--- config.mk ---
export PLATFORM = sky130hd
export DESIGN_NAME = sts_front
export DESIGN_NICKNAME = d
export VERILOG_FILES = /design/src/sv/sts_pkg.sv /design/src/sv/sts_front.sv
export SDC_FILE = /design/constraint.sdc
export NUM_CORES = 1
export LEC_CHECK = 0
export BUFFER_PORTS_ARGS = -buffer_cell sky130_fd_sc_hd__clkbuf_2
export CAP_MARGIN = 0
export CORE_AREA = 2 2 218 220
export CTS_CLUSTER_SIZE = 12
export DETAILED_ROUTE_END_ITERATION = 7
export DIE_AREA = 0 0 220 222
export HOLD_SLACK_MARGIN = 0.12
export MAX_ROUTING_LAYER = met4
export PLACE_DENSITY_LB_ADDON = 0.05
export RECOVER_POWER = 100
export SETUP_SLACK_MARGIN = 0.02
export SYNTH_ARGS = -nofsm -noshare
export SYNTH_HDL_FRONTEND = slang
export SYNTH_SLANG_ARGS = --single-unit
--- constraint.sdc ---
create_clock -name clock -period 25 [get_ports clock]
set_input_delay 2.5 -clock clock [delete_from_list [all_inputs] [get_ports clock]]
set_output_delay 2.5 -clock clock [all_outputs]
set_load 0.03 [all_outputs]
--- src/sv/sts_pkg.sv ---
// ----------------------------------------------------------------------------
// sts_pkg
// Shared widths, types and codes for the sphere triangle subdivider.
// ----------------------------------------------------------------------------
package sts_pkg;

   localparam int COORD_WIDTH  = 20;
   localparam int FRAC_BITS    = 12;
   localparam int RADIUS_WIDTH = COORD_WIDTH - 1;
   localparam int SUM_WIDTH    = COORD_WIDTH + 1;

   // the largest normalized magnitude lives in [2^(NORM_BITS-1), 2^NORM_BITS)
   localparam int NORM_BITS  = 21;
   localparam int MAG_WIDTH  = (SUM_WIDTH > NORM_BITS) ? SUM_WIDTH : NORM_BITS + 1;
   localparam int SQ_WIDTH   = 2 * NORM_BITS + 2;
   localparam int LEN_SHIFT  = 20;
   localparam int RAD_WIDTH  = SQ_WIDTH + LEN_SHIFT;
   localparam int ROOT_WIDTH = RAD_WIDTH / 2;
   localparam int REM_WIDTH  = ROOT_WIDTH + 1;
   localparam int NUM_SHIFT  = 10;
   localparam int PROD_WIDTH = NORM_BITS + RADIUS_WIDTH;
   localparam int DVD_WIDTH  = PROD_WIDTH + NUM_SHIFT + 2;
   localparam int DVS_WIDTH  = ROOT_WIDTH + 1;
   localparam int QUO_WIDTH  = COORD_WIDTH + 1;
   localparam int STEP_WIDTH = $clog2((ROOT_WIDTH > QUO_WIDTH) ? ROOT_WIDTH : QUO_WIDTH);

   localparam int QUEUE_DEPTH = 2;
   localparam int QPTR_WIDTH  = $clog2(QUEUE_DEPTH);
   localparam int QCNT_WIDTH  = $clog2(QUEUE_DEPTH + 1);

   typedef logic signed [COORD_WIDTH-1:0] coord_type;
   typedef logic signed [SUM_WIDTH-1:0]   sum_type;
   typedef logic [RADIUS_WIDTH-1:0]       radius_type;

   localparam radius_type RADIUS_RESET = RADIUS_WIDTH'(1 << FRAC_BITS);
   localparam coord_type  COORD_MAX    = {1'b0, {(COORD_WIDTH-1){1'b1}}};
   localparam coord_type  COORD_MIN    = {1'b1, {(COORD_WIDTH-1){1'b0}}};

   typedef struct packed {
      coord_type x;
      coord_type y;
      coord_type z;
   } vec_type;

   typedef struct packed {
      sum_type x;
      sum_type y;
      sum_type z;
   } svec_type;

   typedef struct packed {
      logic ab;
      logic ac;
      logic bc;
   } edge_zero_type;

   typedef struct packed {
      vec_type       a;
      vec_type       b;
      vec_type       c;
      svec_type      s_ab;
      svec_type      s_ac;
      svec_type      s_bc;
      edge_zero_type zero;
   } entry_type;

   typedef struct packed {
      vec_type a;
      vec_type b;
      vec_type c;
      vec_type m_ab;
      vec_type m_ac;
      vec_type m_bc;
   } rec_type;

   typedef struct packed {
      logic start;
      logic zero;
   } mid_ctrl_type;

   typedef struct packed {
      logic done;
   } mid_stat_type;

   typedef enum logic [1:0] {SEQ_IDLE, SEQ_START, SEQ_WAIT, SEQ_HAND} seq_state_type;

   typedef enum logic [2:0] {
      MID_IDLE, MID_NORM, MID_SQ, MID_ROOT, MID_PREP, MID_DIV, MID_SAT, MID_DONE
   } mid_state_type;

   typedef enum logic [1:0] {BEAT_A, BEAT_B, BEAT_C, BEAT_MID} beat_type;

   typedef enum logic [1:0] {EDGE_AB, EDGE_AC, EDGE_BC} edge_type;

endpackage

--- src/sv/sts_front.sv ---
// ----------------------------------------------------------------------------
// sts_front
// Request stage: takes a triangle, forms the edge sums a+b, a+c and b+c,
// flags the edges whose sum is zero, then pushes the entry into the queue.
// ----------------------------------------------------------------------------
module sts_front
   import sts_pkg::*;
(
   input  logic      clock,
   input  logic      reset,
   input  logic      req_valid,
   output logic      req_stall,
   input  vec_type   vert_a,
   input  vec_type   vert_b,
   input  vec_type   vert_c,
   input  logic      q_full,
   output logic      push,
   output entry_type entry
);

   logic      valid_ff, valid_in;
   entry_type entry_ff, entry_in;
   logic      accept;

   function automatic svec_type add_vec(vec_type u, vec_type v);
      svec_type s;
      s.x = sum_type'(u.x) + sum_type'(v.x);
      s.y = sum_type'(u.y) + sum_type'(v.y);
      s.z = sum_type'(u.z) + sum_type'(v.z);
      return s;
   endfunction

   assign req_stall = valid_ff && q_full;
   assign accept    = req_valid && !req_stall;
   assign push      = valid_ff && !q_full;
   assign entry     = entry_ff;
   assign valid_in  = accept || (valid_ff && !push);

   always_comb begin
      entry_in.a       = vert_a;
      entry_in.b       = vert_b;
      entry_in.c       = vert_c;
      entry_in.s_ab    = add_vec(vert_a, vert_b);
      entry_in.s_ac    = add_vec(vert_a, vert_c);
      entry_in.s_bc    = add_vec(vert_b, vert_c);
      entry_in.zero.ab = (entry_in.s_ab == '0);
      entry_in.zero.ac = (entry_in.s_ac == '0);
      entry_in.zero.bc = (entry_in.s_bc == '0);
   end

   always_ff @(posedge clock) begin
      if (reset) begin
         valid_ff <= 1'b0;
      end else begin
         valid_ff <= valid_in;
      end
   end

   always_ff @(posedge clock) begin
      if (accept) begin
         entry_ff <= entry_in;
      end
   end

endmodule

==> impl_metrics.toml, run 1 <==
[clocking]
clock_sinks = 373
cts_root_buf = "clkbuf_16"
post_cts_buffers = 0
clk_pin_slew_ns = 0.06
cts_buffers = 42
ctsResizeCount = 0
clkLatencyLatePin_ns = 0.56
cts_buffer_depth = 3
cts_tree = "built"
htreeDepth = 2
holdBufCountCts = 0

[floorplan]
ios = 558
dieArea_um2 = 48840
start_util = 0.4398
die_w_um = 220
core_um2 = 46260
die_h_um = 222
row_count = 79

[setup_path]
crit_start = "q_full"
ff2ff_path_depth = 3
crit_type = "input pin to flop"
crit_required_ns = 24.86
end_kind = "flop"
r2r-end = "entry[257]"
rrSetupSlack_ns = 15.23
crit_path_max_fanout = 178
arrival_ns = 11.32
startpoint_type = "input pin"
r2r_start = "valid_ff"

[routing]
first_pass_iters = 5
vias = 16280
drc = 0
wire_per_inst_um = 24.63
drt_iter0_drc = 1414
drt_wl_total_um = 70420
vias_per_cell = 5.695
antenna_left = 0

[synthesis]
synth.yosys.seq_area_share = 0.5501
yosysUniqueCellTypes = 85
synth.most_common_cell = "edfxtp_1"
yosysTopAreaCell = "edfxtp_1"
synth-edff-count = 372
ys.flop_type = "edfxtp_1"
synth_top_area_share = 0.5491
synthArstFlopShare = 0
synth_common_cells = "edfxtp_1 (372), ha_1 (180), a21oi_1 (122)"
synthTopCellsByArea = "edfxtp_1 (55%), ha_1 (11%), xnor2_1 (4.0%)"
syn_inst = 1634
syn_area_um2 = 20340
ys_ff_latch = 373
yosys_warnings = 0
syn_area_per_cell_um2 = 12.45
syn-num-nets = 2007

[job]
maxCapViolCount = 3

[timing]
max-slew-margin-rel = -5.695
period_needed_ns = 11.46
fin_skew_ns = 0.01046
slew_viol_final = 377
setup_viol = 0
setup_tns_ns = 0
rsz0062_at_grt = "false"
hold_ws_ns = 0.6928
hold_viol_final = 0
period_share = 0.4582
fmax_ghz = 0.08730
worstMarginPinSlew_ns = 10.04

[outcome]
run_status = "finished, violations left"
failed_checks = "capacitance limit, slew limit"

[global_route]
gr-total-overflow = 0
grt_max_degree = 179
grt_pass1_vias = 16000
grt_usage = 0.2915
antenna_found_initial = 2
grt_pass1_wl_um = 100900

[worst_hold_path]
hold_start = "valid_ff"
hp-class = "flop to flop"
hold_depth = 3
min_to = "valid_ff"

[final_layout]
layout-drive-gt1-share = 0.03199
final_nets = 2593
areaGrowthSynthToFinish_pct = 19.90

[place]
portBuffers = 557
finalWeightedCongestion = 0.9541
post-dp-hpwl_um = 57240

[power_and_ir_drop]
p_leak_nw = 9.044
power_density_nw_per_um2 = 78.07
ir_drop_uv = 55.76
[stage by stage]
step | std cells | cell area, µm² | total power, W | utilization | setup slack, ns
2_1_floorplan | 1634 | 20340 | 0.001153 | - | 4.874
3_3_place_gp | 2783 | 23870 | 0.001327 | 0.5161 | 18.13
3_5_place_dp | 2783 | 23870 | 0.001329 | 0.5161 | 18.15
4_1_cts | 2858 | 25190 | 0.001927 | 0.5445 | 18.74
5_1_grt | 2859 | 24390 | 0.001984 | 0.5273 | 12.92
6_report | 2859 | 24390 | 0.001904 | 0.5273 | 13.54
[metal layers]
metal	part of all wire	track usage
met1	0.43	0.3817
met2	0.48	0.4699
met3	0.065	0.04774
met4	0.029	0.07729
met5	0	-
[worst max-delay path, cell delays in order]
cell	delay (ns)
clkbuf_2	0.09
and2_0	0.16
nor2b_1	1.26
clkbuf_1	6.83
[worst max-delay path by stage]
stage	slack, ns	end	cells after the start
after floorplan	4.87	entry[0]	2
after global placement	18.13	entry[0]	13
after detailed placement	18.15	entry[0]	13
after CTS	18.74	entry[0]	13
after global routing	12.92	entry[71]	4
final	13.54	entry[257]	4
[power by group]
part,total (W),internal [W],switching (W)
Sequential,0.000800,0.000779,0.0000211
Clock,0.000597,0.000348,0.000249
Combinational,0.000507,0.000138,0.000369
Total,0.00190,0.00127,0.000639
[final cells by class]
class	count	area, µm²
timing repair buffer	559	2102
inverter	52	195.2
antenna	1	2.502
sequential	373	11190
fill	4322	21870
multi-input combinational	1192	8828
clock buffer	56	1167
tap	607	759.5
clock inverter	19	146.4
[layout by cell type, fill, tap and decap left out, types with 19 or more instances in the layout]
cell type  instances
xnor2_1           92
a211oi_1          27
o21bai_1          24
nor2_1           110
nor3_1            34
a31oi_1           24
a21oi_1          123
xor2_1            44
clkbuf_1         567
and3_1            19
nand3_1           26
o21ai_0           69
nand2b_1          22
o21a_1            21
edfxtp_1         372
clkbuf_16         45
a21o_1            67
nand2_1           61
ha_1             180
inv_1             52
[flip-flops by register name, indices dropped and copies added (netlist names)]
signal    flops
valid_ff      1
entry       372
[cell families (layout without fill, tap and decap cells)]
family | count (synthesis) | after routing | synth area share
xor+xnor | 136 | 136 | 0.05855
mux | 5 | 5 | 0.002522
other cells | 0 | 1 | 0
buf+inv | 69 | 686 | 0.01279
simple gates | 396 | 396 | 0.1022
flops | 373 | 373 | 0.5501
fa+ha+maj | 189 | 189 | 0.1196
compound gates | 466 | 466 | 0.1543
Note: power is estimated with default switching activity, not from simulation.
==> run 2, diff against run 1 <==
Clock period 25 ns to 10.7 ns, I/O delays scaled along.
==> run 2 against run 1 <==
Against the previous run:
- the flow still finishes with violations (capacitance limit, slew limit)
- sequential power up 130%
- non-clock buffer count up 5
- via count down 0.56%
- sequential share of layout area down 0.26 points
- critical path depth up 1
- worst hold slack worse by 0.032 ns
- cell area up 0.56%
- die area unchanged
- total power up 140%
- wire length down 0.85%
- sequential cell count unchanged
- largest cell class unchanged
==> impl_metrics.toml, run 2 (synthesis results as in run 1) <==
[outcome]
failed_checks = "capacitance limit, slew limit"
run_status = "finished, violations left"

[final_layout]
final_cell_mix = "clkbuf_1 (566), edfxtp_1 (372), ha_1 (180)"
final_common_cell = "clkbuf_1"
final_nets = 2598
fillCellCount = 4304
layout-drive-gt1-share = 0.03590
areaGrowthSynthToFinish_pct = 20.57
largest_reg_flops = 372
finalNonFillerCells = 2866

[timing]
setup_viol = 0
period_share = 0.6696
fin_skew_ns = 0.01147
setup_tns_ns = 0
hold_viol_final = 0
fmax_ghz = 0.1396
hold_ws_ns = 0.6611
rsz0062_at_grt = "false"
worstMarginPinSlew_ns = 4.226
period_needed_ns = 7.165
max-slew-margin-rel = -1.817
slew_viol_final = 295

[power_and_ir_drop]
ir_drop_uv = 165.5
finalPower_w = 0.004514
power_density_nw_per_um2 = 184.0
p_leak_nw = 9.105

[global_route]
grt_pass1_vias = 15800
grt_use_met3 = 0.05652
gr-usage-met1 = 0.3729
antenna_found_initial = 5
grt_max_degree = 144
gr-total-overflow = 0
grt_pass1_wl_um = 99170
use_met2 = 0.4536
top_usage_layer = "met2"
grt_usage = 0.2873

[routing]
drt_wl_total_um = 69820
first_pass_iters = 5
vias_per_cell = 5.649
drt_iter0_drc = 1242
vias = 16190
drc = 0
wire_per_inst_um = 24.36
antenna_left = 0

[setup_path]
crit_type = "input pin to flop"
end_kind = "flop"
arrival_ns = 7.24
r2r-end = "entry[255]"
r2r_start = "valid_ff"
crit_path_max_fanout = 143
startpoint_type = "input pin"
crit_required_ns = 10.78
ff2ff_path_depth = 4
rrSetupSlack_ns = 3.80

[place]
finalWeightedCongestion = 0.9623
post-dp-hpwl_um = 56870
dp.cells = 2788
portBuffers = 557

[clocking]
post_cts_buffers = 0
ctsResizeCount = 0
cts_root_buf = "clkbuf_16"
htreeDepth = 2
clk_pin_slew_ns = 0.06
holdBufCountCts = 0
cts_buffers = 42
clkLatencyLatePin_ns = 0.57
cts_tree = "built"
clock_sinks = 373
cts_buffer_depth = 3

[worst_hold_path]
hold_depth = 2
hp-class = "input pin to flop"
hold_start = "reset"
min_to = "valid_ff"

[floorplan]
row_count = 79
dieArea_um2 = 48840
start_util = 0.4398
core_um2 = 46260
die_h_um = 222
ios = 558
die_w_um = 220

[job]
maxCapViolCount = 3
-- run 2: report_power, final --
group          leakage (nW)  switching [W]  internal [W]
clock                 0.676       0.000587      0.000888
sequential             3.61      0.0000463       0.00180
combinational          4.82       0.000863      0.000326
total                  9.11        0.00150       0.00302
-- run 2: cell type report --
cell class / count / area, µm² / area share
Clock buffer: 59 / 1219 / 0.04968
Clock inverter: 16 / 181.4 / 0.007396
Tap cell: 607 / 759.5 / 0.03096
Sequential cell: 373 / 11190 / 0.4562
Timing Repair Buffer: 564 / 2140 / 0.08723
Multi-Input combinational cell: 1192 / 8836 / 0.3602
Antenna cell: 3 / 7.507 / 0.0003061
Inverter: 52 / 195.2 / 0.007958
-- run 2: metrics by stage --
step	setup slack, ns	util	cell area, µm²
2_1_floorplan	3.354	-	20350
3_3_place_gp	5.118	0.5164	23890
3_5_place_dp	5.116	0.5167	23900
4_1_cts	5.709	0.5470	25300
5_1_grt	2.955	0.5302	24530
6_report	3.535	0.5302	24530
-- run 2: worst max path at each step --
stage / startpoint / slack, ns / to / depth (start not counted)
after global placement: vert_a[20] / 5.12 / entry[1] / 13
after global routing: q_full / 2.95 / entry[195] / 5
final: q_full / 3.54 / entry[255] / 5
after CTS: vert_b[20] / 5.71 / entry[0] / 13
after floorplan: q_full / 3.35 / entry[0] / 2
after detailed placement: vert_b[20] / 5.12 / entry[0] / 13
-- run 2: metal layers --
layer,vias to the layer above,share of wire
li1,7568,-
met1,7872,0.43
met2,628,0.47
met3,123,0.069
met4,0,0.033
met5,-,0
-- run 2: critical path, cell delays in order --
cell and delay, ns:
clkbuf_2 0.09, and2_0 0.20, nor2b_4 0.13, clkbuf_1 2.60, clkbuf_2 2.82
