**config.mk**
```make
export PLATFORM = sky130hd
export DESIGN_NAME = sts_back
export DESIGN_NICKNAME = d
export VERILOG_FILES = /design/src/sv/sts_pkg.sv /design/src/sv/sts_mid.sv /design/src/sv/sts_back.sv
export SDC_FILE = /design/constraint.sdc
export NUM_CORES = 2
export LEC_CHECK = 0
export ABC_AREA = 0
export BUFFER_PORTS_ARGS = -buffer_cell sky130_fd_sc_hd__buf_2
export CORE_ASPECT_RATIO = 0.5
export CORE_MARGIN = 5
export CORE_UTILIZATION = 40
export DETAILED_ROUTE_END_ITERATION = 7
export PLACE_DENSITY = 0.58
export SLEW_MARGIN = 0
export SYNTH_ARGS = -nofsm -noshare
export SYNTH_HDL_FRONTEND = slang
export SYNTH_HIERARCHICAL = 1
export SYNTH_SLANG_ARGS = --single-unit
```
**constraint.sdc**
```tcl
create_clock -name clock -period 66.2 [get_ports clock]
set_clock_uncertainty 0.05 [all_clocks]
set_input_delay 9.93 -clock clock [delete_from_list [all_inputs] [get_ports clock]]
set_output_delay 9.93 -clock clock [all_outputs]
set_load 0.01 [all_outputs]
```
**src/sv/sts_pkg.sv**
```systemverilog
// ----------------------------------------------------------------------------
// sts_pkg
// Shared widths, types and codes for the sphere triangle subdivider.
// ----------------------------------------------------------------------------
package sts_pkg;

   localparam int COORD_WIDTH  = 20;
   localparam int FRAC_BITS    = 12;
   localparam int RADIUS_WIDTH = COORD_WIDTH - 1;
   localparam int SUM_WIDTH    = COORD_WIDTH + 1;

   // the largest normalized magnitude lives in [2^(NORM_BITS-1), 2^NORM_BITS)
   localparam int NORM_BITS  = 21;
   localparam int MAG_WIDTH  = (SUM_WIDTH > NORM_BITS) ? SUM_WIDTH : NORM_BITS + 1;
   localparam int SQ_WIDTH   = 2 * NORM_BITS + 2;
   localparam int LEN_SHIFT  = 20;
   localparam int RAD_WIDTH  = SQ_WIDTH + LEN_SHIFT;
   localparam int ROOT_WIDTH = RAD_WIDTH / 2;
   localparam int REM_WIDTH  = ROOT_WIDTH + 1;
   localparam int NUM_SHIFT  = 10;
   localparam int PROD_WIDTH = NORM_BITS + RADIUS_WIDTH;
   localparam int DVD_WIDTH  = PROD_WIDTH + NUM_SHIFT + 2;
   localparam int DVS_WIDTH  = ROOT_WIDTH + 1;
   localparam int QUO_WIDTH  = COORD_WIDTH + 1;
   localparam int STEP_WIDTH = $clog2((ROOT_WIDTH > QUO_WIDTH) ? ROOT_WIDTH : QUO_WIDTH);

   localparam int QUEUE_DEPTH = 2;
   localparam int QPTR_WIDTH  = $clog2(QUEUE_DEPTH);
   localparam int QCNT_WIDTH  = $clog2(QUEUE_DEPTH + 1);

   typedef logic signed [COORD_WIDTH-1:0] coord_type;
   typedef logic signed [SUM_WIDTH-1:0]   sum_type;
   typedef logic [RADIUS_WIDTH-1:0]       radius_type;

   localparam radius_type RADIUS_RESET = RADIUS_WIDTH'(1 << FRAC_BITS);
   localparam coord_type  COORD_MAX    = {1'b0, {(COORD_WIDTH-1){1'b1}}};
   localparam coord_type  COORD_MIN    = {1'b1, {(COORD_WIDTH-1){1'b0}}};

   typedef struct packed {
      coord_type x;
      coord_type y;
      coord_type z;
   } vec_type;

   typedef struct packed {
      sum_type x;
      sum_type y;
      sum_type z;
   } svec_type;

   typedef struct packed {
      logic ab;
      logic ac;
      logic bc;
   } edge_zero_type;

   typedef struct packed {
      vec_type       a;
      vec_type       b;
      vec_type       c;
      svec_type      s_ab;
      svec_type      s_ac;
      svec_type      s_bc;
      edge_zero_type zero;
   } entry_type;

   typedef struct packed {
      vec_type a;
      vec_type b;
      vec_type c;
      vec_type m_ab;
      vec_type m_ac;
      vec_type m_bc;
   } rec_type;

   typedef struct packed {
      logic start;
      logic zero;
   } mid_ctrl_type;

   typedef struct packed {
      logic done;
   } mid_stat_type;

   typedef enum logic [1:0] {SEQ_IDLE, SEQ_START, SEQ_WAIT, SEQ_HAND} seq_state_type;

   typedef enum logic [2:0] {
      MID_IDLE, MID_NORM, MID_SQ, MID_ROOT, MID_PREP, MID_DIV, MID_SAT, MID_DONE
   } mid_state_type;

   typedef enum logic [1:0] {BEAT_A, BEAT_B, BEAT_C, BEAT_MID} beat_type;

   typedef enum logic [1:0] {EDGE_AB, EDGE_AC, EDGE_BC} edge_type;

endpackage

```
**src/sv/sts_mid.sv**
```systemverilog
// ----------------------------------------------------------------------------
// sts_mid
// Midpoint engine: normalizes an edge sum, accumulates the squared length,
// takes an iterative square root and divides each component, scaled by the
// radius, by it, one quotient bit per cycle in three parallel dividers.
// ----------------------------------------------------------------------------
module sts_mid
   import sts_pkg::*;
(
   input  logic         clock,
   input  logic         reset,
   input  mid_ctrl_type ctrl,
   input  svec_type     sum,
   input  radius_type   radius,
   output mid_stat_type stat,
   output vec_type      result
);

   localparam logic [QUO_WIDTH-1:0] NEG_LIMIT = QUO_WIDTH'(1) << (COORD_WIDTH - 1);
   localparam logic [QUO_WIDTH-1:0] POS_LIMIT = NEG_LIMIT - 1'b1;

   mid_state_type             state_ff, state_in;
   logic [MAG_WIDTH-1:0]      mag_ff  [3];
   logic                      neg_ff  [3];
   logic [PROD_WIDTH-1:0]     prod_ff [3];
   logic [DVS_WIDTH-1:0]      drem_ff [3];
   logic [QUO_WIDTH-1:0]      dlo_ff  [3];
   logic [QUO_WIDTH-1:0]      quo_ff  [3];
   logic [SQ_WIDTH-1:0]       q_ff;
   logic [RAD_WIDTH-1:0]      rad_ff;
   logic [REM_WIDTH-1:0]      rem_ff;
   logic [ROOT_WIDTH-1:0]     root_ff;
   logic [STEP_WIDTH-1:0]     step_ff;
   vec_type                   res_ff;

   logic                      over, under;
   logic [1:0]                sq_idx;
   logic [NORM_BITS-1:0]      sq_mag;
   logic [SQ_WIDTH-1:0]       q_next;
   logic [REM_WIDTH+1:0]      rt_shift, rt_trial;
   logic [DVS_WIDTH-1:0]      divisor;
   logic [DVD_WIDTH-1:0]      dvd    [3];
   logic [DVS_WIDTH:0]        dv_shift [3];
   logic                      dv_ge  [3];
   sum_type                   sum_c  [3];

   function automatic logic [MAG_WIDTH-1:0] abs_mag(sum_type s);
      logic signed [MAG_WIDTH-1:0] sx;
      sx = MAG_WIDTH'(s);
      return (s < 0) ? -sx : sx;
   endfunction

   function automatic coord_type sat(logic [QUO_WIDTH-1:0] r, logic n);
      coord_type v;
      if (n) begin
         v = (r > NEG_LIMIT) ? COORD_MIN
                             : coord_type'(~r[COORD_WIDTH-1:0] + COORD_WIDTH'(1));
      end else begin
         v = (r > POS_LIMIT) ? COORD_MAX : coord_type'(r[COORD_WIDTH-1:0]);
      end
      return v;
   endfunction

   assign sum_c[0] = sum.x;
   assign sum_c[1] = sum.y;
   assign sum_c[2] = sum.z;

   assign over  = (|mag_ff[0][MAG_WIDTH-1:NORM_BITS]) || (|mag_ff[1][MAG_WIDTH-1:NORM_BITS])
               || (|mag_ff[2][MAG_WIDTH-1:NORM_BITS]);
   assign under = !over && !(mag_ff[0][NORM_BITS-1] || mag_ff[1][NORM_BITS-1]
                          || mag_ff[2][NORM_BITS-1]);

   assign sq_idx  = step_ff[1:0];
   assign sq_mag  = mag_ff[sq_idx][NORM_BITS-1:0];
   assign q_next  = q_ff + SQ_WIDTH'(sq_mag * sq_mag);

   // one root bit per cycle, two radicand bits shifted in
   assign rt_shift = {rem_ff, rad_ff[RAD_WIDTH-1 -: 2]};
   assign rt_trial = (REM_WIDTH+2)'({root_ff, 2'b01});

   // rounding: (2*num + len) / (2*len)
   assign divisor = {root_ff, 1'b0};

   always_comb begin
      for (int i = 0; i < 3; i++) begin
         dvd[i]      = DVD_WIDTH'({prod_ff[i], {(NUM_SHIFT+1){1'b0}}})
                     + DVD_WIDTH'(root_ff);
         dv_shift[i] = {drem_ff[i], dlo_ff[i][QUO_WIDTH-1]};
         dv_ge[i]    = (dv_shift[i] >= {1'b0, divisor});
      end
   end

   always_comb begin
      state_in = state_ff;
      case (state_ff)
         MID_IDLE: begin
            if (ctrl.start) begin
               state_in = ctrl.zero ? MID_DONE : MID_NORM;
            end
         end
         MID_NORM: begin
            if (!over && !under) begin
               state_in = MID_SQ;
            end
         end
         MID_SQ: begin
            if (step_ff == STEP_WIDTH'(2)) begin
               state_in = MID_ROOT;
            end
         end
         MID_ROOT: begin
            if (step_ff == '0) begin
               state_in = MID_PREP;
            end
         end
         MID_PREP: state_in = MID_DIV;
         MID_DIV: begin
            if (step_ff == '0) begin
               state_in = MID_SAT;
            end
         end
         MID_SAT:  state_in = MID_DONE;
         MID_DONE: state_in = MID_IDLE;
         default:  state_in = MID_IDLE;
      endcase
   end

   always_comb begin
      stat.done = (state_ff == MID_DONE);
      result    = res_ff;
   end

   always_ff @(posedge clock) begin
      if (reset) begin
         state_ff <= MID_IDLE;
      end else begin
         state_ff <= state_in;
      end
   end

   always_ff @(posedge clock) begin
      case (state_ff)
         MID_IDLE: begin
            for (int i = 0; i < 3; i++) begin
               mag_ff[i] <= abs_mag(sum_c[i]);
               neg_ff[i] <= (sum_c[i] < 0);
            end
            q_ff    <= '0;
            step_ff <= '0;
            res_ff  <= '0;
         end
         MID_NORM: begin
            for (int i = 0; i < 3; i++) begin
               if (over) begin
                  mag_ff[i] <= mag_ff[i] >> 1;
               end else if (under) begin
                  mag_ff[i] <= mag_ff[i] << 1;
               end
            end
         end
         MID_SQ: begin
            q_ff            <= q_next;
            prod_ff[sq_idx] <= sq_mag * radius;
            if (step_ff == STEP_WIDTH'(2)) begin
               rad_ff  <= {q_next, {LEN_SHIFT{1'b0}}};
               rem_ff  <= '0;
               root_ff <= '0;
               step_ff <= STEP_WIDTH'(ROOT_WIDTH - 1);
            end else begin
               step_ff <= step_ff + 1'b1;
            end
         end
         MID_ROOT: begin
            rad_ff  <= rad_ff << 2;
            step_ff <= step_ff - 1'b1;
            if (rt_shift >= rt_trial) begin
               rem_ff  <= REM_WIDTH'(rt_shift - rt_trial);
               root_ff <= {root_ff[ROOT_WIDTH-2:0], 1'b1};
            end else begin
               rem_ff  <= REM_WIDTH'(rt_shift);
               root_ff <= {root_ff[ROOT_WIDTH-2:0], 1'b0};
            end
         end
         MID_PREP: begin
            for (int i = 0; i < 3; i++) begin
               drem_ff[i] <= DVS_WIDTH'(dvd[i][DVD_WIDTH-1:QUO_WIDTH]);
               dlo_ff[i]  <= dvd[i][QUO_WIDTH-1:0];
               quo_ff[i]  <= '0;
            end
            step_ff <= STEP_WIDTH'(QUO_WIDTH - 1);
         end
         MID_DIV: begin
            for (int i = 0; i < 3; i++) begin
               dlo_ff[i] <= dlo_ff[i] << 1;
               if (dv_ge[i]) begin
                  drem_ff[i] <= DVS_WIDTH'(dv_shift[i] - {1'b0, divisor});
                  quo_ff[i]  <= {quo_ff[i][QUO_WIDTH-2:0], 1'b1};
               end else begin
                  drem_ff[i] <= DVS_WIDTH'(dv_shift[i]);
                  quo_ff[i]  <= {quo_ff[i][QUO_WIDTH-2:0], 1'b0};
               end
            end
            step_ff <= step_ff - 1'b1;
         end
         MID_SAT: begin
            res_ff.x <= sat(quo_ff[0], neg_ff[0]);
            res_ff.y <= sat(quo_ff[1], neg_ff[1]);
            res_ff.z <= sat(quo_ff[2], neg_ff[2]);
         end
         default: begin
         end
      endcase
   end

   a_start_idle: assert property (@(posedge clock) disable iff (reset)
      ctrl.start |-> (state_ff == MID_IDLE))
      else $error("midpoint started while busy");

   a_normalized: assert property (@(posedge clock) disable iff (reset)
      (state_ff == MID_SQ) |-> (!over && !under))
      else $error("squares taken on unnormalized sum");

   a_root_range: assert property (@(posedge clock) disable iff (reset)
      (state_ff == MID_PREP) |-> (root_ff[ROOT_WIDTH-1:ROOT_WIDTH-2] != 2'b00))
      else $error("length below lower bound");

endmodule

```
**src/sv/sts_back.sv**
```systemverilog
// ----------------------------------------------------------------------------
// sts_back
// Back end: pulls queued triangles, runs edges ab, ac and bc in turn through
// the midpoint engine and hands the finished set to the response stage,
// which sends the sub-triangles at corners a, b and c and the middle one.
// ----------------------------------------------------------------------------
module sts_back
   import sts_pkg::*;
(
   input  logic       clock,
   input  logic       reset,
   input  logic       q_valid,
   input  entry_type  head,
   output logic       pop,
   input  radius_type radius,
   output logic       rsp_valid,
   input  logic       rsp_stall,
   output vec_type    out_first,
   output vec_type    out_second,
   output vec_type    out_third,
   output logic       out_last
);

   seq_state_type seq_ff, seq_in;
   edge_type      edge_ff;
   entry_type     work_ff;
   vec_type       m_ab_ff, m_ac_ff, m_bc_ff;
   logic          busy_ff;
   beat_type      beat_ff;
   rec_type       rec_ff;

   mid_ctrl_type  mid_ctrl;
   mid_stat_type  mid_stat;
   svec_type      mid_sum;
   vec_type       mid_result;
   logic          emit_free;
   logic          load_rec;
   logic          rsp_take;

   sts_mid u_mid (
      .clock  (clock),
      .reset  (reset),
      .ctrl   (mid_ctrl),
      .sum    (mid_sum),
      .radius (radius),
      .stat   (mid_stat),
      .result (mid_result)
   );

   assign rsp_take  = busy_ff && !rsp_stall;
   assign emit_free = !busy_ff || (beat_ff == BEAT_MID && !rsp_stall);
   assign rsp_valid = busy_ff;

   always_comb begin
      seq_in = seq_ff;
      case (seq_ff)
         SEQ_IDLE: begin
            if (q_valid) begin
               seq_in = SEQ_START;
            end
         end
         SEQ_START: seq_in = SEQ_WAIT;
         SEQ_WAIT: begin
            if (mid_stat.done) begin
               seq_in = (edge_ff == EDGE_BC) ? SEQ_HAND : SEQ_START;
            end
         end
         SEQ_HAND: begin
            if (emit_free) begin
               seq_in = SEQ_IDLE;
            end
         end
         default: seq_in = SEQ_IDLE;
      endcase
   end

   always_comb begin
      pop            = (seq_ff == SEQ_IDLE) && q_valid;
      load_rec       = (seq_ff == SEQ_HAND) && emit_free;
      mid_ctrl.start = (seq_ff == SEQ_START);
      case (edge_ff)
         EDGE_AB: begin
            mid_sum       = work_ff.s_ab;
            mid_ctrl.zero = work_ff.zero.ab;
         end
         EDGE_AC: begin
            mid_sum       = work_ff.s_ac;
            mid_ctrl.zero = work_ff.zero.ac;
         end
         default: begin
            mid_sum       = work_ff.s_bc;
            mid_ctrl.zero = work_ff.zero.bc;
         end
      endcase
   end

   always_comb begin
      out_last = 1'b0;
      case (beat_ff)
         BEAT_A: begin
            out_first  = rec_ff.a;
            out_second = rec_ff.m_ab;
            out_third  = rec_ff.m_ac;
         end
         BEAT_B: begin
            out_first  = rec_ff.b;
            out_second = rec_ff.m_bc;
            out_third  = rec_ff.m_ab;
         end
         BEAT_C: begin
            out_first  = rec_ff.c;
            out_second = rec_ff.m_ac;
            out_third  = rec_ff.m_bc;
         end
         default: begin
            out_first  = rec_ff.m_ab;
            out_second = rec_ff.m_bc;
            out_third  = rec_ff.m_ac;
            out_last   = 1'b1;
         end
      endcase
   end

   always_ff @(posedge clock) begin
      if (reset) begin
         seq_ff  <= SEQ_IDLE;
         edge_ff <= EDGE_AB;
         busy_ff <= 1'b0;
         beat_ff <= BEAT_A;
      end else begin
         seq_ff <= seq_in;
         if (pop) begin
            edge_ff <= EDGE_AB;
         end else if (seq_ff == SEQ_WAIT && mid_stat.done) begin
            case (edge_ff)
               EDGE_AB: edge_ff <= EDGE_AC;
               EDGE_AC: edge_ff <= EDGE_BC;
               default: edge_ff <= EDGE_BC;
            endcase
         end
         if (load_rec) begin
            busy_ff <= 1'b1;
            beat_ff <= BEAT_A;
         end else if (rsp_take) begin
            case (beat_ff)
               BEAT_A:  beat_ff <= BEAT_B;
               BEAT_B:  beat_ff <= BEAT_C;
               BEAT_C:  beat_ff <= BEAT_MID;
               default: busy_ff <= 1'b0;
            endcase
         end
      end
   end

   always_ff @(posedge clock) begin
      if (pop) begin
         work_ff <= head;
      end
      if (seq_ff == SEQ_WAIT && mid_stat.done) begin
         case (edge_ff)
            EDGE_AB: m_ab_ff <= mid_result;
            EDGE_AC: m_ac_ff <= mid_result;
            default: m_bc_ff <= mid_result;
         endcase
      end
      if (load_rec) begin
         rec_ff.a    <= work_ff.a;
         rec_ff.b    <= work_ff.b;
         rec_ff.c    <= work_ff.c;
         rec_ff.m_ab <= m_ab_ff;
         rec_ff.m_ac <= m_ac_ff;
         rec_ff.m_bc <= m_bc_ff;
      end
   end

   a_hand_off: assert property (@(posedge clock) disable iff (reset)
      (seq_ff == SEQ_HAND && emit_free) |=> (rsp_valid && beat_ff == BEAT_A))
      else $error("finished triangle not presented");

endmodule

```
==> metrics.txt <==
row count=127; worst-case clock buffer depth=4; number of setup buffers added after CTS=0; final hold viol count=0; adder-cell share of the synthesized area=roughly a fifth; clk root buf=clkbuf_16; Crit Path Max Fanout=42; total congestion overflow=0; Worst-Skew Late Latency=~0.8 ns; All-Layer GR Usage=20.24%; nets=between 10000 and 15000; DP HPWL=between 150000 and 200000 um; vias per cell=between 5 and 6; Reg clk slew, reported paths=0.06 ns; Place WS=~45 ns; cell breakdown of the critical path=buf_2 -> nor3b_2 -> buf_4 -> buf_2; XOR/XNOR Fraction of Synth Area=3.220%; simple-gate share of the synthesized area=between 10 and 15%; Post-DP Area=103500 um2; top-level I/O count=578; layout cell share with drive strength beyond 1=a little over a tenth; vias in the first global route=about 67000; Synth Area per Inst=11.23 um2; GPL Wtd Cong=roughly 0.87; # DRC=0; CORE AREA=approximately 240000 um2; drt total wl=262100 um; Avg WL per Cell=21.06 um; Startpoint Class=input port; Crit Path Category=input port to primary output; Initial DRC Count=5648; die height=about 360 um; CP bufs+invs=3; Tcrit/Tclk final=31.65%; asr flop ratio synth=0%; multiplexer share of the synthesized area=1.591%; register area share after synthesis=between 40% and 50%; Crit path top cell by count=buf_2; CTS tree=built; # port buffers=577; Top FF cell, synth=edfxtp_1; # H-tree levels=4; Fin Setup TNS=0 ns; first-pass iteration count of the detailed router=7; Slowest-stage cell, CP=buf_4; Synth cell types=between 90 and 100; Final Max Tran Viols=0; Layout area overhead=11.60%; Slew headroom=roughly an eighth; max-cap violations=0; Cell Count, Final, Fillers Out=about 12000; CP max stage delay=approximately 0.50 ns; worst min path class=register to register; synthesized area=97090 um2; Max Freq=around 0.048 GHz; first-pass GRT wire length=around 400000 um; fin crit period=20.95 ns; compound-gate portion of the synthesized area=between 10% and 20%; Final ANT Viol Nets=0; PostCTS Resize Cnt=0; RSZ-0062 raised after global routing=no; Yosys reg bits=approximately 1500; worst-margin pin slew=between 1 and 1.5 ns; cell family with most CP delay=buffers and inverters; worst endpoint data arrival time=about 11 ns; hold_buf cts=0; largest family of logic cells by synthesized area=adder cells; Post-synth EDFFs=between 1500 and 2000; status=finished, final reports clean; final setup vio count=0; crit end category=primary output; via count=around 66000; design area=between 100000 and 150000 um2; Crit path required time=between 50 and 60 ns; Starting Density=about 40%; cts bufs inserted=between 150 and 200; post-route setup slack=roughly 45 ns; initial antenna violation count=21; placed cell count=about 12000; yosys warns=6; Die Wd=around 700 um; Die Footprint=253300 um2; largest net degree at the start of global routing=approximately 170; Sink Count=1534; Synth Instances=a little under 9000
==> final timing paths <==
path / start / endpoint / slack, ns / depth (start not counted)
worst max-delay path: q_valid / pop / 45.25 / 4
worst min-delay path: work_ff[322] / rec_ff[310] / 0.32 / 0
worst max register to register: register / u_mid/rad_ff[62] / 55.25 / 26
worst min register to register: work_ff[322] / rec_ff[310] / 0.32 / 0
==> synth_stat cells, types with 13 or more instances <==
| cell type | number | share of area [%] |
|---|---|---|
| nor2b_1 | 47 | 0.30 |
| clkbuf_1 | 276 | 1.1 |
| nand2_1 | 1029 | 4.0 |
| buf_2 | 71 | 0.37 |
| nand2b_1 | 46 | 0.30 |
| a211oi_1 | 59 | 0.46 |
| nor3_1 | 77 | 0.40 |
| a311oi_1 | 25 | 0.23 |
| or2_2 | 22 | 0.14 |
| inv_1 | 969 | 3.7 |
| o22ai_1 | 24 | 0.15 |
| or3_1 | 47 | 0.30 |
| o211ai_1 | 40 | 0.31 |
| dfxtp_1 | 14 | 0.29 |
| o31ai_1 | 29 | 0.22 |
| edfxtp_1 | 1520 | 47 |
| o41ai_1 | 13 | 0.12 |
| and3_1 | 105 | 0.68 |
| and2_1 | 159 | 1.0 |
| a21oi_1 | 491 | 2.5 |
| o21ai_1 | 39 | 0.20 |
| ha_1 | 493 | 6.4 |
| o21bai_1 | 27 | 0.21 |
| mux2i_1 | 151 | 1.6 |
| o21a_1 | 62 | 0.48 |
| xor2_1 | 144 | 1.3 |
| a22oi_1 | 139 | 1.1 |
| nor2_1 | 620 | 2.4 |
| nand3_1 | 75 | 0.39 |
| nor4_1 | 16 | 0.10 |
| o21ai_0 | 381 | 2.0 |
| xnor2_1 | 213 | 1.9 |
| nand4_1 | 55 | 0.35 |
| a31oi_1 | 48 | 0.31 |
| a222oi_1 | 60 | 0.62 |
| buf_1 | 21 | 0.081 |
| a21o_1 | 146 | 1.1 |
| fa_1 | 677 | 14 |
==> kinds of logic (layout without fill, tap and decap cells) <==
kind of cell               after synthesis  count (layout)
and+or+nand+nor                       2376            2376
AOI/OAI and AO/OA                     1690            1690
DFF                                   1534            1534
buffers and inverters                 1363            1922
adders and majority gates             1170            1170
xor gates and xnor gates               357             357
muxes                                  154             154
other                                    1              16
==> metrics by stage <==
stage | hold slack [ns] | util (%)
floorplan | 0.3503 | -
global placement | 0.3502 | 43.00
detailed placement | 0.3545 | 43.00
CTS | 0.3137 | 45.03
global route | 0.3336 | 45.04
finish | 0.3236 | 45.04
==> routing by layer <==
metal  track usage [%]  wire length, um
met2             33.48           124100
met3             3.385            15900
met1             27.54           114500
met5                 0               27
met4             5.901             7550
==> cell usage in the layout (no fill, tap or decap), drive strengths merged, types with 24 or more instances in the layout <==
cell type	netlist	layout
fa	677	677
and3	105	105
mux2i	151	151
a222oi	60	60
o21a	62	62
o22ai	24	24
buf	108	671
nor3	78	78
a21o	146	146
nand3	75	75
a311oi	25	25
o21ai	420	420
a211oi	59	59
o21bai	27	27
a22oi	139	139
nand2	1030	1030
nand4	55	55
or3	51	51
nand2b	46	46
ha	493	493
nor2	621	621
a21oi	491	491
edfxtp	1520	1520
o211ai	40	40
o31ai	30	30
clkbuf	276	184
xnor2	213	213
and2	159	159
xor2	144	144
nor2b	47	47
inv	969	976
a31oi	48	48
clkinv	10	67
==> state kept, by name, indices dropped and copies added, names as in the netlist, 44 cells and up, named ones only <==
| register | flops |
|---|---|
| rec_ff | 360 |
| m_ac_ff | 60 |
| u_mid/prod_ff | 120 |
| u_mid/quo_ff | 63 |
| u_mid/drem_ff | 99 |
| m_bc_ff | 60 |
| work_ff | 372 |
| u_mid/mag_ff | 66 |
| u_mid/q_ff | 44 |
| u_mid/result | 60 |
| u_mid/rad_ff | 44 |
| m_ab_ff | 60 |
==> final cells by class <==
cell class,count,area [um2]
diodes,13,32.53
clock buffers,184,4030
clock inverters,88,842.1
fillers,22489,132200
inverters,979,3685
multi-input cells,5750,46170
flip-flops and latches,1534,45930
well taps,3225,4035
repair buffers,671,3631
Power is left out: the tool's default activity adds up to more than one toggle a clock period on the data nets, which glitch-free logic cannot reach.
