`config.mk`:
```
export PLATFORM = sky130hd
export DESIGN_NAME = sts_queue
export DESIGN_NICKNAME = d
export VERILOG_FILES = /design/src/sv/sts_pkg.sv /design/src/sv/sts_queue.sv
export SDC_FILE = /design/constraint.sdc
export NUM_CORES = 1
export LEC_CHECK = 0
export ABC_AREA = 0
export BUFFER_PORTS_ARGS = -buffer_cell sky130_fd_sc_hd__buf_2
export CAP_MARGIN = 10
export CORE_AREA = 2 2 294 296
export CTS_CLUSTER_SIZE = 12
export DETAILED_ROUTE_END_ITERATION = 10
export DIE_AREA = 0 0 296 298
export GPL_ROUTABILITY_DRIVEN = 1
export PLACE_DENSITY = 0.55
export SLEW_MARGIN = 15
export SYNTH_ARGS = -nofsm -noshare
export SYNTH_HDL_FRONTEND = slang
export SYNTH_SLANG_ARGS = --single-unit
```
`constraint.sdc`:
```
create_clock -name clock -period 23 [get_ports clock]
set_clock_uncertainty 0.05 [all_clocks]
set_input_delay 2.3 -clock clock [delete_from_list [all_inputs] [get_ports clock]]
set_output_delay 2.3 -clock clock [all_outputs]
set_load 0.005 [all_outputs]
```
`src/sv/sts_pkg.sv`:
```
// ----------------------------------------------------------------------------
// sts_pkg
// Shared widths, types and codes for the sphere triangle subdivider.
// ----------------------------------------------------------------------------
package sts_pkg;

   localparam int COORD_WIDTH  = 20;
   localparam int FRAC_BITS    = 12;
   localparam int RADIUS_WIDTH = COORD_WIDTH - 1;
   localparam int SUM_WIDTH    = COORD_WIDTH + 1;

   // the largest normalized magnitude lives in [2^(NORM_BITS-1), 2^NORM_BITS)
   localparam int NORM_BITS  = 21;
   localparam int MAG_WIDTH  = (SUM_WIDTH > NORM_BITS) ? SUM_WIDTH : NORM_BITS + 1;
   localparam int SQ_WIDTH   = 2 * NORM_BITS + 2;
   localparam int LEN_SHIFT  = 20;
   localparam int RAD_WIDTH  = SQ_WIDTH + LEN_SHIFT;
   localparam int ROOT_WIDTH = RAD_WIDTH / 2;
   localparam int REM_WIDTH  = ROOT_WIDTH + 1;
   localparam int NUM_SHIFT  = 10;
   localparam int PROD_WIDTH = NORM_BITS + RADIUS_WIDTH;
   localparam int DVD_WIDTH  = PROD_WIDTH + NUM_SHIFT + 2;
   localparam int DVS_WIDTH  = ROOT_WIDTH + 1;
   localparam int QUO_WIDTH  = COORD_WIDTH + 1;
   localparam int STEP_WIDTH = $clog2((ROOT_WIDTH > QUO_WIDTH) ? ROOT_WIDTH : QUO_WIDTH);

   localparam int QUEUE_DEPTH = 2;
   localparam int QPTR_WIDTH  = $clog2(QUEUE_DEPTH);
   localparam int QCNT_WIDTH  = $clog2(QUEUE_DEPTH + 1);

   typedef logic signed [COORD_WIDTH-1:0] coord_type;
   typedef logic signed [SUM_WIDTH-1:0]   sum_type;
   typedef logic [RADIUS_WIDTH-1:0]       radius_type;

   localparam radius_type RADIUS_RESET = RADIUS_WIDTH'(1 << FRAC_BITS);
   localparam coord_type  COORD_MAX    = {1'b0, {(COORD_WIDTH-1){1'b1}}};
   localparam coord_type  COORD_MIN    = {1'b1, {(COORD_WIDTH-1){1'b0}}};

   typedef struct packed {
      coord_type x;
      coord_type y;
      coord_type z;
   } vec_type;

   typedef struct packed {
      sum_type x;
      sum_type y;
      sum_type z;
   } svec_type;

   typedef struct packed {
      logic ab;
      logic ac;
      logic bc;
   } edge_zero_type;

   typedef struct packed {
      vec_type       a;
      vec_type       b;
      vec_type       c;
      svec_type      s_ab;
      svec_type      s_ac;
      svec_type      s_bc;
      edge_zero_type zero;
   } entry_type;

   typedef struct packed {
      vec_type a;
      vec_type b;
      vec_type c;
      vec_type m_ab;
      vec_type m_ac;
      vec_type m_bc;
   } rec_type;

   typedef struct packed {
      logic start;
      logic zero;
   } mid_ctrl_type;

   typedef struct packed {
      logic done;
   } mid_stat_type;

   typedef enum logic [1:0] {SEQ_IDLE, SEQ_START, SEQ_WAIT, SEQ_HAND} seq_state_type;

   typedef enum logic [2:0] {
      MID_IDLE, MID_NORM, MID_SQ, MID_ROOT, MID_PREP, MID_DIV, MID_SAT, MID_DONE
   } mid_state_type;

   typedef enum logic [1:0] {BEAT_A, BEAT_B, BEAT_C, BEAT_MID} beat_type;

   typedef enum logic [1:0] {EDGE_AB, EDGE_AC, EDGE_BC} edge_type;

endpackage

```
`src/sv/sts_queue.sv`:
```
// ----------------------------------------------------------------------------
// sts_queue
// Short queue between the request stage and the midpoint sequencer.
// ----------------------------------------------------------------------------
module sts_queue
   import sts_pkg::*;
(
   input  logic      clock,
   input  logic      reset,
   input  logic      push,
   input  entry_type push_data,
   input  logic      pop,
   output logic      full,
   output logic      not_empty,
   output entry_type head
);

   entry_type               slot_ff [QUEUE_DEPTH];
   logic [QPTR_WIDTH-1:0]   wr_ptr_ff;
   logic [QPTR_WIDTH-1:0]   rd_ptr_ff;
   logic [QCNT_WIDTH-1:0]   count_ff;

   assign full      = (count_ff == QCNT_WIDTH'(QUEUE_DEPTH));
   assign not_empty = (count_ff != '0);
   assign head      = slot_ff[rd_ptr_ff];

   always_ff @(posedge clock) begin
      if (reset) begin
         wr_ptr_ff <= '0;
         rd_ptr_ff <= '0;
         count_ff  <= '0;
      end else begin
         if (push) begin
            wr_ptr_ff <= (wr_ptr_ff == QPTR_WIDTH'(QUEUE_DEPTH - 1)) ? '0
                                                                     : wr_ptr_ff + 1'b1;
         end
         if (pop) begin
            rd_ptr_ff <= (rd_ptr_ff == QPTR_WIDTH'(QUEUE_DEPTH - 1)) ? '0
                                                                     : rd_ptr_ff + 1'b1;
         end
         if (push && !pop) begin
            count_ff <= count_ff + 1'b1;
         end else if (pop && !push) begin
            count_ff <= count_ff - 1'b1;
         end
      end
   end

   always_ff @(posedge clock) begin
      if (push) begin
         slot_ff[wr_ptr_ff] <= push_data;
      end
   end

   a_no_overflow: assert property (@(posedge clock) disable iff (reset)
      push |-> (!full || pop))
      else $error("queue written while full");

   a_no_underflow: assert property (@(posedge clock) disable iff (reset)
      pop |-> not_empty)
      else $error("queue read while empty");

endmodule

```
==> impl_metrics.csv, run 1 <==
group,metric,value,unit
status,status,"finished, final reports clean",
synthesis,synth_nets,1556,
synthesis,synth_area_leaders,"edfxtp_1, mux2_2, mux2_4",
drt,num_vias,14012,
synthesis,yosysSeqAreaShare,0.8220,
drt,drtAntennaViolNets,0,
clock_network,holdBufCountCts,0,
global_routing,grt_max_degree,75,
setup_path,criticalPathCategory,"reg2out",
synthesis,ys.flop_type,"edfxtp_1",
synthesis,synth_warnings,0,
die,start_util,0.3216,
global_routing,grt_pass1_wl,92310,µm
drt,dr.pass1.iters,6,
setup_path,cp.arrival,4.51,ns
cells_and_area,nets,2364,
sta,fin_crit_sh,0.2984,
clock_network,cts_root_buffer,"clkbuf_16",
synthesis,ys_ff_latch,749,
cells_and_area,area_growth,27.91,%
sta,tns,0,ns
clock_network,clk_path_buf_depth,3,
die,row_count,107,
job,maxCapViolations,0,
sta,finalSetupViolCount,0,
synthesis,synth.cell_area,27300,µm²
die,die-height,298,µm
clock_network,cts_inserted_buffers,80,
place,place.gp.congestion,0.7885,
power_and_ir_drop,power_density,90.23,nW/µm²
cells_and_area,design_area,34920,µm²
clock_network,cts_max_level,3,
cells_and_area,drive_gt1_frac,0.6108,
synthesis,ys_top_cells_by_count,"edfxtp_1, mux2_2, mux2_4",
synthesis,synthCells,1179,
setup_path,startpoint_type,"flop",
synthesis,yosys.cell_types.count,17,
die,die_area,88210,µm²
synthesis,synth_top_area_frac,0.8184,
worst_hold_path,hold_path.class,"reg2reg",
sta,fmax,145.7,MHz
setup_path,crit_required,20.65,ns
global_routing,globalRouteOverflowTotal,0,
setup_path,path_max_fanout,64,
global_routing,grt_pass1_vias,14942,
clock_network,cts_tree,"built",
clock_network,clk_latency,0.60,ns
sta,post-route-min-period,6.863,ns
drt,drc,0,
global_routing,antenna_found_initial,33,
drt,avgViaCountPerCell,4.376,
clock_network,ctsResizeCount,0,
place,hpwl,45800,µm
die,die_x,296,µm
drt,wire_per_inst,20.40,µm
synthesis,synth_edf_count,744,
power_and_ir_drop,power_leakage,0.01303,µW
sta,hold_viol,0,
synthesis,synth_top_cell_by_area,"edfxtp_1",
drt,drt_iter0_markers,760,
synthesis,yosysMostFrequentCell,"edfxtp_1",
place,place_area,32360,µm²
power_and_ir_drop,vdd.ir_drop.worst,0.00006467,V
synthesis,synthArstFlopShare,0,
sta,rsz0062_at_grt,"no",
clock_network,clkSinkCount,749,
global_routing,grt_usage,0.1404,
clock_network,clkTransAtPathRegs,0.06,ns
clock_network,postCtsSetupRepairBufs,0,
die,core_area,84880,µm²
sta,worstMarginPinSlew,1.079,ns
die,io-pin-count,750,
place,io_buffer_count,749,
synthesis,syn_avg_cell_area,23.16,µm²
drt,totalWireLength,65330,µm
sta,report.final.slew_viol_count,0,
sta,slew-limit-headroom,0.2808,
setup_path,critPathCaptureType,"output port",
## critical path, cell delays in order (launching register included)
cell	delay, ns
dfxtp_4	0.93
buf_4	0.71
buf_4	0.72
buf_4	0.80
mux2_2	0.41
buf_2	0.14
## registers in the layout, indices dropped and copies added, names as in the netlist, named ones only
signal / count
count_ff: 2
wr_ptr_ff: 1
slot_ff: 744
rd_ptr_ff: 1
## report_power, final
group	switching [µW]	internal (µW)	total [µW]
registers	22.4	1600	1620
logic	156	154	311
clock network	510	711	1220
## stage by stage
stage | power (µW) | setup WS, ns | utilization | instances | hold WS, ns
6_report | 3151 | 16.14 | 0.4114 | 3202 | 0.4552
5_1_grt | 3280 | 15.77 | 0.4113 | 3198 | 0.4957
4_1_cts | 3202 | 15.94 | 0.4107 | 3188 | 0.4498
3_5_place_dp | 1965 | 16.35 | 0.3812 | 3048 | 0.4398
3_3_place_gp | 1957 | 16.44 | 0.3812 | 3048 | 0.4301
2_1_floorplan | 1843 | 3.521 | - | 1179 | 0.4058
## cells in the final DEF, fill, tap and decap left out
cell,count
nor2b_1,1
or3_1,1
xor2_1,2
dfxtp_4,1
buf_16,1
clkinv_8,3
clkinv_2,9
mux2_2,292
buf_4,17
buf_2,749
inv_6,2
clkinvlp_4,1
diode_2,13
bufinv_16,3
o21ai_0,1
and2_4,1
dfxtp_1,4
mux2_4,80
nor2b_4,1
inv_1,1
edfxtp_1,744
clkbuf_16,83
or2_2,1
clkbuf_1,27
nor2_1,4
xnor2_1,2
clkinv_1,7
clkinv_16,1
a21oi_1,1
clkbuf_8,4
ha_1,1
## final timing paths
path / from / endpoint / slack (ns) / cells after the start
min: rd_ptr_ff$_SDFFE_PP0P_ / flop / 0.46 / 2
max reg2reg: wr_ptr_ff$_SDFFE_PP0P_ / slot_ff[1][283]$_DFFE_PP_ / 18.78 / 4
max: flop / head[80] / 16.14 / 5
min reg2reg: rd_ptr_ff$_SDFFE_PP0P_ / flop / 0.46 / 2
## kinds of logic (layout without fill, tap and decap cells)
| family | Yosys count | in the layout | share of synthesized area |
|---|---|---|---|
| flip-flops | 749 | 749 | 0.8220 |
| multiplexers | 372 | 372 | 0.1644 |
| buffers and inverters | 42 | 908 | 0.009716 |
| AND/OR/NAND/NOR | 9 | 9 | 0.001696 |
| XOR/XNOR | 4 | 4 | 0.001284 |
| AO/OA/AOI/OAI | 2 | 2 | 0.0003663 |
| adder cells (fa/ha/maj) | 1 | 1 | 0.0004582 |
| other | 0 | 13 | 0 |
## per-layer routing
| metal | wire length (µm) | up-vias | share of wire | global-route usage |
|---|---|---|---|---|
| met4 | 1925 | 34 | 0.029 | 0.05495 |
| met1 | 22600 | 6881 | 0.35 | 0.1427 |
| met5 | 230 | - | 0.0035 | 0 |
| met2 | 33970 | 569 | 0.52 | 0.2514 |
| met3 | 6603 | 147 | 0.10 | 0.06028 |
| li1 | - | 6381 | - | - |
## area by class of cell
type	count	area [µm²]
sequential	749	22450
clock buffer	114	2233
clock inverter	26	265.3
antenna	13	32.53
tap	1144	1431
timing repair buffer	767	3904
inverter	1	3.754
multi-input combinational	388	4603
fill	7815	49960
Power figures use the tool's default switching activity.
==> inputs of run 2 (changes only) <==
--- a/config.mk
+++ b/config.mk
@@ -8,12 +8,12 @@
 export ABC_AREA = 0
 export BUFFER_PORTS_ARGS = -buffer_cell sky130_fd_sc_hd__buf_2
 export CAP_MARGIN = 10
-export CORE_AREA = 2 2 294 296
+export CORE_AREA = 2 2 291 293
 export CTS_CLUSTER_SIZE = 12
 export DETAILED_ROUTE_END_ITERATION = 10
-export DIE_AREA = 0 0 296 298
+export DIE_AREA = 0 0 293 295
 export GPL_ROUTABILITY_DRIVEN = 1
-export PLACE_DENSITY = 0.55
+export PLACE_DENSITY = 0.58
 export SLEW_MARGIN = 15
 export SYNTH_ARGS = -nofsm -noshare
 export SYNTH_HDL_FRONTEND = slang
==> constraint.sdc (replaced) <==
create_clock -name clock -period 5.9 [get_ports clock]
set_clock_uncertainty 0.05 [all_clocks]
set_input_delay 0.59 -clock clock [delete_from_list [all_inputs] [get_ports clock]]
set_output_delay 0.59 -clock clock [all_outputs]
set_load 0.005 [all_outputs]
==> run 2 against run 1 <==
Cell area decreased by 0.21%. Non-clock buffer count shrank 7. Sequential share of layout area rose by 0.13 points. Utilization is 0.76 points higher. Flip-flop and latch count unchanged. Via count increased by 0.41%. Hold slack worse by 0.35 ns.
==> impl_metrics.csv, run 2 (synthesis results as in run 1) <==
group,metric,value,unit
die,core_area,83160,µm²
power_and_ir_drop,clockPowerShare,0.388,
clock_network,clk_path_buf_depth,3,
drt,drc,0,
sta,worstMarginPinSlew,1.226,ns
clock_network,clk_latency,0.62,ns
sta,fmax,288.8,MHz
global_routing,grt_pass1_wl,90070,µm
die,die-height,295,µm
status,status,"finished, final reports clean",
power_and_ir_drop,p_sw,2715,µW
setup_path,cp.arrival,2.82,ns
clock_network,holdBufCountCts,0,
place,place.gp.congestion,0.7867,
clock_network,clkSinkCount,749,
sta,rsz0062_at_grt,"no",
die,io-pin-count,750,
setup_path,max_stage_delay,0.83,ns
place,io_buffer_count,749,
drt,drtAntennaViolNets,0,
power_and_ir_drop,swShare,0.2211,
clock_network,cts_root_buffer,"clkbuf_16",
setup_path,startpoint_type,"flop",
power_and_ir_drop,vdd.ir_drop.worst,0.0002338,V
setup_path,critPathCaptureType,"output port",
sta,post-route-min-period,3.463,ns
sta,hold_viol,0,
clock_network,cts_inserted_buffers,81,
drt,totalWireLength,63930,µm
power_and_ir_drop,p_comb_frac,0.098,
drt,drt_iter0_markers,667,
power_and_ir_drop,p_total,12280,µW
clock_network,cts_max_level,3,
cells_and_area,n_fill_cell,7476,
sta,fin_crit_sh,0.5869,
setup_path,slowest_stage,"dfxtp_4",
cells_and_area,design_area,34850,µm²
clock_network,postCtsSetupRepairBufs,0,
setup_path,path_cells,"buf_12 -> mux2_2 -> buf_2",
worst_hold_path,hold_path.class,"in2reg",
setup_path,crit_required,5.26,ns
cells_and_area,drive_gt1_frac,0.6069,
cells_and_area,top_register,"slot_ff",
setup_path,criticalPathCategory,"reg2out",
die,die_x,293,µm
drt,wire_per_inst,20.42,µm
global_routing,grt_pass1_vias,14841,
die,row_count,106,
place,place_area,32320,µm²
cells_and_area,largest_register_ffs,744,
cells_and_area,final_common_cell,"buf_2",
drt,num_vias,14069,
power_and_ir_drop,power_leakage,0.01301,µW
clock_network,ctsResizeCount,0,
place,hpwl,43870,µm
drt,avgViaCountPerCell,4.493,
sta,report.final.slew_viol_count,0,
die,die_area,86440,µm²
global_routing,antenna_found_initial,28,
setup_path,path_max_fanout,128,
cells_and_area,area_growth,27.64,%
power_and_ir_drop,power_density,352.5,nW/µm²
clock_network,clkTransAtPathRegs,0.06,ns
global_routing,globalRouteOverflowTotal,0,
die,start_util,0.3283,
power_and_ir_drop,p_seq_frac,0.514,
drt,dr.pass1.iters,4,
cells_and_area,layout_common_cells,"buf_2, edfxtp_1, mux2_2",
sta,slew-limit-headroom,0.1828,
cells_and_area,nets,2358,
job,maxCapViolations,0,
sta,finalSetupViolCount,0,
power_and_ir_drop,p_int,9567,µW
global_routing,grt_usage,0.1385,
cells_and_area,reg.largest.list,"slot_ff x744, count_ff x2",
global_routing,grt_max_degree,167,
clock_network,cts_tree,"built",
[run 2: changes by cell type in the layout (fill, tap and decap cells not counted), moves of 2 or more]
cell,delta
diode_2,-2
buf_12,+7
clkinv_1,+17
clkbuf_8,-4
inv_16,+2
buf_4,-13
clkbuf_1,-11
clkinv_8,-3
[run 2: per-stage QoR]
stage	instances	setup slack (ns)	setup TNS, ns	hold WS, ns	utilization
6_report	3131	2.437	0	0.1006	0.4190
3_5_place_dp	2978	3.017	0	0.4552	0.3887
3_3_place_gp	2978	3.044	0	0.4258	0.3887
4_1_cts	3120	2.323	0	0.04659	0.4187
2_1_floorplan	1179	-0.7320	-272.29	0.4058	-
5_1_grt	3128	2.245	0	0.05670	0.4189
[run 2: worst paths after layout]
path	to	from	slack, ns	cells past startpoint
min	slot_ff[1][222]$_DFFE_PP_	push_data[222]	0.10	1
min reg2reg	count_ff[1]$_SDFFE_PP0P_	count_ff[1]$_SDFFE_PP0P_	0.46	2
max reg2reg	slot_ff[1][312]$_DFFE_PP_	wr_ptr_ff$_SDFFE_PP0P_	3.48	2
max	head[265]	flop	2.44	3
[run 2: per-layer routing]
| metal | wire, µm | track usage |
|---|---|---|
| met3 | 6449 | 0.06157 |
| met1 | 22610 | 0.1424 |
| met4 | 2300 | 0.06091 |
| met5 | 164 | 0 |
| met2 | 32410 | 0.2434 |
[run 2: power groups by stage]
stage                     Sequential, µW  Combinational (µW)  Clock, µW
after floorplan                     6430                 638          0
after global placement              6410                1210          0
after detailed placement            6430                1230          0
after CTS                           6320                1240       4910
after global routing                6340                1310       5090
final                               6310                1210       4760
[run 2: layout make-up]
cell class	count	area (µm²)	area share
repair buffers	760	3919	0.1125
flip-flops and latches	749	22450	0.6441
multi-input cells	388	4603	0.1321
well taps	1080	1351	0.03878
clock buffers	98	2112	0.06061
diodes	11	27.53	0.0007899
inverters	1	3.754	0.0001077
clock inverters	44	384.1	0.01102
[run 2: worst max-delay path, delay by kind of cell, from the launching register on]
family,cells,cell delay (ns)
buffers and inverters,2,0.68
multiplexers,1,0.42
flip-flops,1,0.83
==> inputs of run 3 (changes only) <==
--- a/config.mk
+++ b/config.mk
@@ -5,7 +5,7 @@
 export SDC_FILE = /design/constraint.sdc
 export NUM_CORES = 1
 export LEC_CHECK = 0
-export ABC_AREA = 0
+export ABC_AREA = 1
 export BUFFER_PORTS_ARGS = -buffer_cell sky130_fd_sc_hd__buf_2
 export CAP_MARGIN = 10
 export CORE_AREA = 2 2 291 293
==> constraint.sdc (replaced) <==
create_clock -name clock -period 2.8 [get_ports clock]
set_clock_uncertainty 0.05 [all_clocks]
set_input_delay 0.28 -clock clock [delete_from_list [all_inputs] [get_ports clock]]
set_output_delay 0.28 -clock clock [all_outputs]
set_load 0.005 [all_outputs]
==> run 3 against run 2 <==
Utilization up 4.7 points. Die area stayed put. Largest power group unchanged. Highest routed layer is now met4. Flip-flop and latch count unchanged. Register-to-register slack worse by 2.4 ns. Critical path type unchanged. Clock-buffer cell count up 7.
==> impl_metrics.csv, run 3 <==
group,metric,value,unit
die,row_count,106,
synthesis,ys.flop_type,"edfxtp_1",
synthesis,yosysMostFrequentCell,"edfxtp_1",
cells_and_area,layout_common_cells,"buf_2, edfxtp_1, dlygate4sd3_1",
place,place_area,32660,µm²
sta,report.final.slew_viol_count,0,
drt,num_vias,15455,
clock_network,clkTransAtPathRegs,0.06,ns
clock_network,clk_path_buf_depth,3,
cells_and_area,largest_register_ffs,744,
synthesis,yosysSeqAreaShare,0.8215,
cells_and_area,nets,2771,
synthesis,ys_ff_latch,749,
setup_path,startpoint_type,"flop",
power_and_ir_drop,vdd.ir_drop.worst,0.0005289,V
clock_network,ctsResizeCount,0,
cells_and_area,post-route-util,0.4664,
sta,fin_crit_sh,0.9345,
sta,setup_ws,0.1833,ns
global_routing,grt_max_degree,94,
synthesis,synth_warnings,0,
setup_path,reg2reg_slack,1.09,ns
setup_path,crit_required,2.47,ns
clock_network,cts_max_level,3,
cells_and_area,fin_cells,3528,
cells_and_area,final_common_cell,"buf_2",
drt,wire_per_inst,19.00,µm
drt,dr.pass1.iters,5,
power_and_ir_drop,power_density,663.1,nW/µm²
global_routing,globalRouteOverflowTotal,0,
drt,avgViaCountPerCell,4.381,
cells_and_area,top_register,"slot_ff",
sta,rsz0062_at_grt,"no",
clock_network,cts_tree,"built",
status,status,"finished, final reports clean",
sta,hold_viol,0,
setup_path,r2r_end,"slot_ff[1][152]$_DFFE_PP_",
synthesis,synth.cell_area,27320,µm²
place,place_ws,0.7901,ns
clock_network,postCtsSetupRepairBufs,0,
synthesis,yosys.cell_types.count,16,
synthesis,synth_top_area_frac,0.8178,
setup_path,crit_end,"head[134]",
setup_path,critPathCaptureType,"output port",
drt,totalWireLength,67030,µm
clock_network,cts_root_buffer,"clkbuf_16",
setup_path,path_max_fanout,55,
clock_network,clkSinkCount,749,
sta,slew-limit-headroom,0.6053,
drt,drtAntennaViolNets,0,
clock_network,cts_inserted_buffers,79,
die,start_util,0.3285,
cells_and_area,design_area,38780,µm²
place,io_buffer_count,749,
global_routing,grt_pass1_wl,97720,µm
place,hpwl,44650,µm
setup_path,worstRegToRegCells,4,
clock_network,holdBufCountCts,376,
synthesis,synth_top_cell_by_area,"edfxtp_1",
global_routing,grt_usage,0.1473,
global_routing,antenna_found_initial,2,
synthesis,synthCells,1190,
cells_and_area,drive_gt1_frac,0.5159,
sta,worstMarginPinSlew,0.5920,ns
clock_network,clk_latency,0.61,ns
die,die-height,295,µm
synthesis,syn_avg_cell_area,22.96,µm²
synthesis,synthArstFlopShare,0,
setup_path,rr_startpoint,"wr_ptr_ff$_SDFFE_PP0P_",
setup_path,cp.arrival,2.29,ns
cells_and_area,area_growth,41.96,%
die,die_area,86440,µm²
sta,post-route-min-period,2.617,ns
cells_and_area,reg.largest.list,"slot_ff x744, count_ff x2",
worst_hold_path,hold_path.class,"in2reg",
job,maxCapViolations,0,
die,die_x,293,µm
sta,finalSetupViolCount,0,
place,place.gp.congestion,0.7752,
power_and_ir_drop,power_leakage,0.01471,µW
global_routing,grt_pass1_vias,16879,
drt,drt_iter0_markers,761,
synthesis,synth_nets,1567,
synthesis,synth_edf_count,744,
die,io-pin-count,750,
sta,fmax,382.2,MHz
synthesis,synth_area_leaders,"edfxtp_1, mux2_2, mux2_4",
synthesis,ys_top_cells_by_count,"edfxtp_1, mux2_2, mux2_4",
setup_path,criticalPathCategory,"reg2out",
die,core_area,83160,µm²
place,dp.cells,3017,
drt,drc,0,
run 3: cell types whose count changed after synthesis, sizes merged:
| cell | previous run | this run |
|---|---|---|
| and2 | 1 | 0 |
| inv | 1 | 9 |
| nand2 | 0 | 6 |
| nand3 | 0 | 1 |
| nand4 | 0 | 1 |
| nor2 | 4 | 6 |
| nor2b | 2 | 0 |
| nor3 | 0 | 1 |
| or2 | 1 | 0 |
| or3 | 1 | 0 |
| xnor2 | 2 | 1 |
| xor2 | 2 | 0 |
run 3: cell type report:
type / instances / area [µm²]
clock inverter: 28 / 261.5
fill: 7112 / 44380
sequential: 749 / 22450
clock buffer: 105 / 2096
multi-input combinational: 391 / 4592
tap: 1080 / 1351
antenna: 2 / 5.005
inverter: 9 / 37.54
timing repair buffer: 1164 / 7993
run 3: stage by stage:
stage	total power [µW]	hold slack (ns)	setup TNS (ns)
floorplan	14710	0.3018	-2647.30
finish	25720	0.3175	0
CTS	26040	0.2629	0
detailed placement	15930	0.4211	0
global placement	15860	0.4168	0
global route	26670	0.2930	0
run 3: how the worst min path moves through the flow:
stage,startpoint,to,slack (ns),cells past startpoint
floorplan,reset,wr_ptr_ff$_SDFFE_PP0P_,0.30,1
global placement,push_data[357],slot_ff[0][357]$_DFFE_PP_,0.42,1
detailed placement,push_data[252],slot_ff[1][252]$_DFFE_PP_,0.42,1
CTS,push_data[48],slot_ff[0][48]$_DFFE_PP_,0.26,2
global route,push_data[104],slot_ff[1][104]$_DFFE_PP_,0.29,2
finish,push_data[366],slot_ff[1][366]$_DFFE_PP_,0.32,2
run 3: where the power goes:
part	internal, µW	switching (µW)	total [µW]
Sequential	13000	134	13100
Clock	5380	4230	9610
Combinational	1610	1350	2960
run 3: routing by layer:
layer  track usage  vias to the layer above  routed length, µm
met3       0.04631                      112               5228
li1              -                     7161                  -
met5             0                        -                  0
met1        0.1600                     7599              24840
met2        0.2681                      583              35060
met4       0.05528                        0               1901
run 3: kinds of logic after synthesis:
kind of cell | after synthesis | share of synthesized area
muxes | 372 | 0.1643
AOI/OAI and AO/OA | 2 | 0.0003660
and+or+nand+nor | 15 | 0.002244
DFF | 749 | 0.8215
buffers and inverters | 50 | 0.01081
adders and majority gates | 1 | 0.0004579
xor gates and xnor gates | 1 | 0.0003207
run 3: worst max-delay path, cell delays in order (launching register included):
cell     delay [ns]
dfxtp_4        0.37
buf_12         0.28
buf_12         0.36
mux2_2         0.39
buf_2          0.14
